### src/design/rdf_pkg.sv
`timescale 1ns / 1ps

package rdf_pkg;

  localparam int DIGIT_W         = 6;
  localparam int CHAR_W          = 7;
  localparam int RADIX_W         = 6;
  localparam int MAX_DIGITS_DEF  = 32;
  localparam int VALUE_WIDTH_DEF = 32;

  typedef logic [DIGIT_W-1:0] digit_t;
  typedef logic [CHAR_W-1:0]  char_t;
  typedef logic [RADIX_W-1:0] radix_t;

  localparam radix_t RADIX_MIN   = 6'd2;
  localparam radix_t RADIX_MAX   = 6'd36;
  localparam radix_t RADIX_RESET = 6'd10;

  localparam char_t ASCII_ZERO = 7'd48;  // '0'
  localparam char_t ASCII_A    = 7'd65;  // 'A'
  localparam digit_t DEC_DIGITS = 6'd10;

  // 0-9 -> '0'-'9', 10-35 -> 'A'-'Z'
  function automatic char_t digit_to_ascii(input digit_t d);
    char_t c;
    if (d < DEC_DIGITS) begin
      c = ASCII_ZERO + CHAR_W'(d);
    end else begin
      c = ASCII_A + CHAR_W'(d - DEC_DIGITS);
    end
    return c;
  endfunction

endpackage

### src/design/radix_digit_formatter_core.sv
`timescale 1ns / 1ps

// Channel   Direction  Handshake            Payload
// input     in         start / busy         in_number_value
// result    out        out_valid (strobe)   out_digit_char, out_last_digit
// config    in         cfg_we               cfg_wdata (radix, clamped to 2..36)
//
// A transaction is taken at a clock edge with start high and busy low.
// Each digit comes from a bit-serial restoring division by the radix, so
// a number with D digits (D <= MAX_DIGITS) keeps busy high through all of
// its divisions and while its digits are sent.
// Digits leave one per cycle, most significant first, each on out_valid
// for exactly one cycle; the receiver cannot stall the output.
// rst_n is synchronous, active low; it clears control state and sets the
// radix to 10. The digit stack needs no reset.
module radix_digit_formatter_core #(
  parameter int MAX_DIGITS  = rdf_pkg::MAX_DIGITS_DEF,
  parameter int VALUE_WIDTH = rdf_pkg::VALUE_WIDTH_DEF
) (
  input  logic                    clk,
  input  logic                    rst_n,
  // input channel
  input  logic                    start,
  output logic                    busy,
  input  logic [VALUE_WIDTH-1:0]  in_number_value,
  // result channel
  output logic                    out_valid,
  output rdf_pkg::char_t          out_digit_char,
  output logic                    out_last_digit,
  // configuration
  input  logic                    cfg_we,
  input  rdf_pkg::radix_t         cfg_wdata
);
  import rdf_pkg::*;

  localparam int BIT_CNT_W = $clog2(VALUE_WIDTH);
  localparam int CNT_W     = $clog2(MAX_DIGITS + 1);

  localparam logic [1:0] ST_IDLE = 2'd0;
  localparam logic [1:0] ST_DIV  = 2'd1;
  localparam logic [1:0] ST_EMIT = 2'd2;

  localparam logic [BIT_CNT_W-1:0] LAST_BIT = BIT_CNT_W'(VALUE_WIDTH - 1);
  localparam logic [CNT_W-1:0]     CNT_FULL = CNT_W'(MAX_DIGITS);
  localparam logic [CNT_W-1:0]     CNT_ONE  = CNT_W'(1);

  logic [1:0]             state_r, state_nxt;
  radix_t                 radix_r, radix_nxt;
  // quotient/dividend shift register: dividend bits leave at the top,
  // quotient bits enter at the bottom
  logic [VALUE_WIDTH-1:0] quo_r, quo_nxt;
  digit_t                 rem_r, rem_nxt;
  logic                   nz_r, nz_nxt;     // any quotient bit set so far
  logic [BIT_CNT_W-1:0]   bit_cnt_r, bit_cnt_nxt;
  logic [CNT_W-1:0]       cnt_r, cnt_nxt;   // digits held in the stack
  digit_t                 stack_r [MAX_DIGITS];
  digit_t                 stack_nxt [MAX_DIGITS];
  logic                   out_valid_r, out_valid_nxt;
  char_t                  out_char_r, out_char_nxt;
  logic                   out_last_r, out_last_nxt;

  // one restoring-division step
  logic [DIGIT_W:0]       rem_sh;
  logic                   q_bit;
  logic [DIGIT_W:0]       rem_sub;

  assign rem_sh  = {rem_r, quo_r[VALUE_WIDTH-1]};
  assign q_bit   = (rem_sh >= {1'b0, radix_r});
  assign rem_sub = rem_sh - {1'b0, radix_r};

  always_comb begin
    state_nxt     = state_r;
    radix_nxt     = radix_r;
    quo_nxt       = quo_r;
    rem_nxt       = rem_r;
    nz_nxt        = nz_r;
    bit_cnt_nxt   = bit_cnt_r;
    cnt_nxt       = cnt_r;
    stack_nxt     = stack_r;
    out_valid_nxt = 1'b0;
    out_char_nxt  = out_char_r;
    out_last_nxt  = out_last_r;

    // the user must write config only while idle (the block does not enforce it); clamp into the legal range
    if (cfg_we) begin
      if (cfg_wdata < RADIX_MIN) begin
        radix_nxt = RADIX_MIN;
      end else if (cfg_wdata > RADIX_MAX) begin
        radix_nxt = RADIX_MAX;
      end else begin
        radix_nxt = cfg_wdata;
      end
    end

    case (state_r)
      ST_IDLE: begin
        if (start) begin
          quo_nxt     = in_number_value;
          rem_nxt     = '0;
          nz_nxt      = 1'b0;
          bit_cnt_nxt = '0;
          cnt_nxt     = '0;
          state_nxt   = ST_DIV;
        end
      end

      ST_DIV: begin
        quo_nxt     = {quo_r[VALUE_WIDTH-2:0], q_bit};
        rem_nxt     = q_bit ? rem_sub[DIGIT_W-1:0] : rem_sh[DIGIT_W-1:0];
        nz_nxt      = nz_r | q_bit;
        bit_cnt_nxt = bit_cnt_r + 1'b1;
        if (bit_cnt_r == LAST_BIT) begin
          // push the remainder; the oldest digit falls off a full stack
          stack_nxt[0] = rem_nxt;
          for (int i = 1; i < MAX_DIGITS; i++) begin
            stack_nxt[i] = stack_r[i-1];
          end
          if (cnt_r != CNT_FULL) begin
            cnt_nxt = cnt_r + 1'b1;
          end
          rem_nxt     = '0;
          nz_nxt      = 1'b0;
          bit_cnt_nxt = '0;
          if (!(nz_r | q_bit)) begin
            state_nxt = ST_EMIT;
          end
        end
      end

      ST_EMIT: begin
        out_valid_nxt = 1'b1;
        out_char_nxt  = digit_to_ascii(stack_r[0]);
        out_last_nxt  = (cnt_r == CNT_ONE);
        for (int i = 0; i < MAX_DIGITS - 1; i++) begin
          stack_nxt[i] = stack_r[i+1];
        end
        cnt_nxt = cnt_r - 1'b1;
        if (cnt_r == CNT_ONE) begin
          state_nxt = ST_IDLE;
        end
      end

      default: begin
        state_nxt = ST_IDLE;
      end
    endcase
  end

  always_ff @(posedge clk) begin
    if (!rst_n) begin
      state_r     <= ST_IDLE;
      radix_r     <= RADIX_RESET;
      cnt_r       <= '0;
      bit_cnt_r   <= '0;
      nz_r        <= 1'b0;
      out_valid_r <= 1'b0;
    end else begin
      state_r     <= state_nxt;
      radix_r     <= radix_nxt;
      cnt_r       <= cnt_nxt;
      bit_cnt_r   <= bit_cnt_nxt;
      nz_r        <= nz_nxt;
      out_valid_r <= out_valid_nxt;
    end
  end

  // datapath, no reset
  always_ff @(posedge clk) begin
    quo_r      <= quo_nxt;
    rem_r      <= rem_nxt;
    stack_r    <= stack_nxt;
    out_char_r <= out_char_nxt;
    out_last_r <= out_last_nxt;
  end

  assign busy           = (state_r != ST_IDLE);
  assign out_valid      = out_valid_r;
  assign out_digit_char = out_char_r;
  assign out_last_digit = out_last_r;

endmodule

### config.mk
export PLATFORM = sky130hd
export DESIGN_NAME = radix_digit_formatter_core
export DESIGN_NICKNAME = d
export VERILOG_FILES = /design/src/design/rdf_pkg.sv /design/src/design/radix_digit_formatter_core.sv
export SDC_FILE = /design/constraint.sdc
export NUM_CORES = 1
export LEC_CHECK = 0
export ABC_AREA = 1
export BUFFER_PORTS_ARGS = -buffer_cell sky130_fd_sc_hd__buf_2
export CAP_MARGIN = 15
export CORE_AREA = 4 4 187 189
export DETAILED_ROUTE_END_ITERATION = 10
export DIE_AREA = 0 0 191 193
export PLACE_DENSITY = 0.49
export SLEW_MARGIN = 20
export SYNTH_ARGS = -nofsm -noshare
export SYNTH_HDL_FRONTEND = slang
export SYNTH_SLANG_ARGS = --single-unit
### constraint.sdc
create_clock -name clk -period 14.54 [get_ports clk]
set_input_delay 0 -clock clk [delete_from_list [all_inputs] [get_ports clk]]
set_output_delay 0 -clock clk [all_outputs]
set_load 0.02 [all_outputs]
**Yosys cells after proc, flatten, opt, wreduce, memory -nomap -nowiden**

Cells that the tools add are included.

- Add/sub/neg operators: 7
- $lt $le $gt $ge: 4
- Equality and inequality tests: 10
- Muxes and demuxes: 26
- Bitwise gates (word level): 1
- Reduce and logical (&&, ||, !) cells: 10

Operators with widths:

| kind | number |
|---|---|
| 186-bit one-hot mux with 2 select lines | 1 |
| 192-bit two-way mux | 1 |
| 32-bit one-hot mux with 2 select lines | 1 |
| 6-bit two-way mux | 7 |
| 32-bit two-way mux | 1 |
| 6-bit one-hot mux with 3 select lines | 1 |
| 6-bit one-hot mux with 2 select lines | 1 |
| 5-bit two-way mux | 2 |
| 2-bit != test, second input constant | 5 |
| 5-bit one-hot mux with 2 select lines | 1 |
| 2-bit two-way mux | 4 |
| 4-bit AND reduction | 2 |
| 6-bit by 6-bit adder with 7-bit output, first input constant | 1 |
| 7-bit adder, first input constant | 1 |
| 7-bit by 6-bit >= comparator with 1-bit output | 1 |
| 7-bit two-way mux | 1 |
| 6-bit by 4-bit subtractor with 7-bit output, second input constant | 1 |
| 6-bit by 1-bit adder with 6-bit output, second input constant | 1 |
| 6-bit by 1-bit equality test with 1-bit output, second input constant | 1 |
| 6-bit > comparator, second input constant | 1 |
| 6-bit by 2-bit less-than comparator with 1-bit output, second input constant | 1 |
| 6-bit by 4-bit less-than comparator with 1-bit output, second input constant | 1 |
| 6-bit != test, second input constant | 1 |
| 2-bit one-hot mux with 3 select lines | 1 |
| 13 further kinds | 19 |

- Flip-flop bits (word level): 259
- Input port bits: 42
- Output and inout port bits: 10
- Word-level logic and storage cells: 100

**Longest topological paths before layout**

- Depth after elaboration: 5
- Gate-level depth with buffers: 12
- Depth with buffers taken out: 12

**Least setup slack after synthesis**

No wires, ideal clock.

- Path type: register -> register
- Start point: register state_r[0]
- End point: register stack_r[100] (netlist bit), enable pin
- Library setup time: 0.989 ns
- Data arrival time: 14.285 ns
- Data required time: 13.551 ns
- Path slack: -0.734 ns
- Cell stages (with the launch flop): 8
- Buffers on the path: 3
- Clock period less this slack: 15.274 ns
- Path through: dfxtp_1 inv_1 ha_1 buf_6 inv_4 buf_2 buf_2 o21ai_0

- Word-level cells in the longest chain between the ends: 3
- Elaborated cells between the ends (all ways): 5
- Classes of those cells: eq/ne: 3; reduce/logical: 2

RTL lines:

| item | line | source |
|---|---|---|
| from (decl) | radix_digit_formatter_core.sv:47 | `logic [1:0] state_r, state_nxt;` |
| from (signal assigned) | radix_digit_formatter_core.sv:158 | `state_r <= state_nxt;` |
| 2-bit by 1-bit equality test with 1-bit output / 2-bit equality test (equally long branches) | radix_digit_formatter_core.sv:95 | `case (state_r)` |
| 2-bit != test (no source line) / 2-bit nonzero test (equally long branches) | n/a |  |
| 2-bit AND reduction (no source line) (*) | n/a |  |
| to (signal assigned) | radix_digit_formatter_core.sv:171 | `stack_r <= stack_nxt;` |
| to (decl) | radix_digit_formatter_core.sv:56 | `digit_t stack_r [MAX_DIGITS];` |

Every way passes the cells marked *; elsewhere a longest branch is shown, timed or not.
A chain may end at the register's enable or synchronous reset.

**Final worst setup path**

- Start point: register state_r[1]
- End point: register stack_r[56] (netlist bit), enable pin

The elaborated chain is that of the path after synthesis.

==> impl_metrics.toml <==
[run_status]
outcome = "completed"

[clock_tree]
cts_max_level = 1
clock_tree.buffer_depth = 3
cts.sinks = 259
clk_pin_slew_ps = 60
cts_setup_buffers = 0
cts_tree = "built"
numCtsBuffers = 30
worstSkewPairLatency_ps = 540
cts_root_buf = "clkbuf_16"

[yosys]
syn_inst = 1050
synthAdderAreaFrac_pct = 2.02
seq_area_frac_synth_pct = 65.7
yosysWarnings = 0
synth_top_family_by_area = "compound AO/OA/AOI/OAI gates"
synthSimpleGateAreaFrac_pct = 9.96
synth_area_um2 = 11500
avgSynthCellArea_um2 = 11.0
syn_nets = 1110
synth_cell_types = 42
synth_seq_cells = 259
yosys.area_share.xor_xnor_pct = 0.532
synth_compound_area_share_pct = 12.4
muxShareOfSynthArea_pct = 0

[global_routing]
grt_antenna_before_repair = 0
first_global_vias = 7295
grt_overflow = 0
grt_usage_pct = 11.9
grt_pass1_wl_um = 36900
grt_max_degree = 120

[sta]
fin_setup_tns_ps = 0
worst_pin_slew_ps = 960
drv_slew = 0
hold_viol_final = 0
fmax_ghz = 0.281
rsz0062_at_grt = "false"
holdWs_ps = 252
max-slew-margin-rel_pct = 36.0
finalClockSkew_ps = 13.0
setup_viol = 0
period_share_pct = 24.5
min_period_ps = 3560

[setup_path]
crit_path_end_kind = "flip-flop"
cp_max_fo = 71
worstPathArrival_ps = 3730
critPathKind = "flip-flop to flip-flop"
reg2regPathDepth = 6
start_kind = "flip-flop"
critPathRequiredTime_ps = 14710

[pwr]
ir_worst_vdd_mv = 0.0874
power.leakage_nw = 5.43
p_sw_share_pct = 31.8
pwr-share-seq_pct = 46.3
total_power_mw = 2.37
powerDensity_nw_per_um2 = 176
intPower_mw = 1.62
p_comb_share_pct = 24.7
power_switching_mw = 0.754
power_frac_clock_pct = 29.0

[routing]
drtPass1Iterations = 5
antenna_left = 0
wl_met2_um = 9660
wl_met3_um = 769
wl_per_cell_um = 13.8
via_per_inst = 4.66
wl_um = 22100
highest_layer = "met4"
drc_errors = 0
first_iter_violations = 461
via_count = 7480
wl_met1_um = 11200

[layout]
area_growth_pct = 17.2
multi_input_area_um2 = 2890
nFillCells = 3248
finalNetCount = 1193
register_area_um2 = 7570
drive_above_1_share_pct = 11.9
antenna_cells = 0

[die]
die_area_um2 = 36900
core_um2 = 33300
pin_count = 52
fp.dieW_um = 191
rows = 67
die_h_um = 193
start_util_pct = 34.6

[flow_run]
max_cap_viol_count = 0

[placed_design]
port_buffers = 51
place.gp.congestion = 0.702
dp_hpwl_um = 12500

[hold_path]
min_path_type = "input pin to flip-flop"
whs_path_depth = 4
critical path, cell delays in order, from the launching register on:
cell and delay [ps]:
dfxtp_1 320, inv_1 90, ha_2 810, nand2_1 250
o21ai_4 120, buf_4 690, buf_4 830
cell families (layout without fill, tap and decap cells):
group                      count (synthesis)  after routing
DFF                                      259            259
AOI/OAI and AO/OA                        235            235
adders and majority gates                 18             18
and+or+nand+nor                          262            262
xor gates and xnor gates                   7              7
buffers and inverters                    269            375
routing by layer:
metal | vias to the layer above | GRT usage, %
met5 | - | 0
met4 | 0 | 3.23
met3 | 37 | 1.91
met2 | 94 | 18.2
met1 | 3569 | 17.6
li1 | 3780 | -
cells in the mapped netlist:
| master | number | area, µm² |
|---|---|---|
| a21oi_2 | 1 | 8.76 |
| nor3b_1 | 1 | 7.51 |
| nor3_1 | 4 | 20.0 |
| o21ai_2 | 10 | 87.6 |
| nor2_1 | 26 | 97.6 |
| clkinv_1 | 2 | 7.51 |
| or2_1 | 1 | 6.26 |
| o31ai_1 | 1 | 7.51 |
| a21oi_1 | 23 | 115 |
| xnor2_1 | 2 | 17.5 |
| o21ai_1 | 2 | 10.0 |
| nand2_1 | 183 | 687 |
| nand4_2 | 1 | 12.5 |
| buf_1 | 2 | 7.51 |
| inv_2 | 3 | 11.3 |
| nand2_2 | 6 | 37.5 |
| ha_1 | 17 | 213 |
| nor2_4 | 2 | 22.5 |
| inv_4 | 2 | 12.5 |
| o22ai_1 | 164 | 1030 |
| nor3_2 | 1 | 10.0 |
| or2_2 | 1 | 6.26 |
| buf_2 | 23 | 115 |
| xor2_1 | 5 | 43.8 |
| inv_1 | 209 | 785 |
| nor3b_2 | 1 | 12.5 |
| nand4_1 | 1 | 6.26 |
| o21ai_0 | 33 | 165 |
| nor2_2 | 3 | 18.8 |
| edfxtp_1 | 238 | 7150 |
| dfxtp_1 | 21 | 420 |
| clkbuf_1 | 22 | 82.6 |
| nand3_1 | 23 | 115 |
| buf_4 | 2 | 15.0 |
| nor2_8 | 1 | 20.0 |
| nand2_4 | 3 | 33.8 |
| nor4_1 | 1 | 6.26 |
| o211ai_1 | 1 | 7.51 |
| nand3_2 | 1 | 10.0 |
| buf_6 | 4 | 45.0 |
| or2_4 | 2 | 17.5 |
| fa_1 | 1 | 20.0 |
power groups by stage:
stage               Combinational [mW]  Clock (mW)  Sequential [mW]
floorplan                        0.448           0             1.14
global placement                 0.584           0             1.11
detailed placement               0.588           0             1.11
CTS                              0.598       0.715             1.10
global route                     0.671       0.745             1.11
finish                           0.586       0.688             1.10
layout by cell type, fill, tap and decap left out, drive strengths merged:
master / netlist / routed
a21oi: 24 / 24
buf: 31 / 58
clkbuf: 22 / 40
clkinv: 2 / 15
dfxtp: 21 / 21
dlygate4sd3: 0 / 46
edfxtp: 238 / 238
fa: 1 / 1
ha: 17 / 17
inv: 214 / 216
nand2: 192 / 192
nand3: 24 / 24
nand4: 2 / 2
nor2: 32 / 32
nor3: 5 / 5
nor3b: 2 / 2
nor4: 1 / 1
o211ai: 1 / 1
o21ai: 45 / 45
o22ai: 164 / 164
o31ai: 1 / 1
or2: 4 / 4
xnor2: 2 / 2
xor2: 5 / 5
flip-flops by register name, indices dropped and copies added (netlist names):
signal and count:
out_valid 1, out_digit_char 7, cnt_r 6, out_last_digit 1, state_r 2, stack_r 192, quo_r 32, rem_r 6
nz_r 1, bit_cnt_r 5, radix_r 6
through the flow:
stage / utilization (%) / instances / setup WS, ps / instance area (µm²)
after global placement: 36.5 / 1503 / 10880 / 12100
after global routing: 40.6 / 1604 / 10630 / 13500
after floorplan: - / 1050 / 4300 / 11500
after CTS: 40.6 / 1604 / 10850 / 13500
final: 40.6 / 1604 / 10980 / 13500
after detailed placement: 36.5 / 1503 / 10860 / 12100
what timing repair did:
| action | CTS | global route |
|---|---|---|
| hold buffers | 46 | 0 |
| gates resized for setup | 0 | 0 |
| endpoints found under the hold margin | 53 | 0 |
layout make-up:
type                    instances  share of cell area (%)
flip-flops and latches        259                    56.1
multi-input cells             522                    21.4
clock buffers                  40                    6.07
well taps                     448                    4.15
inverters                     216                    6.06
repair buffers                104                    5.72
clock inverters                15                   0.538
final timing paths:
check / startpoint / end / slack, ps
hold reg to reg: stack_r[7] / stack_r[1] / 450
setup reg to reg: state_r[1] / stack_r[56] / 10980
hold / removal: in_number_value[7] / quo_r[7] / 250
setup / recovery: state_r[1] / stack_r[56] / 10980
No activity file was read; power rests on OpenSTA's default activity.
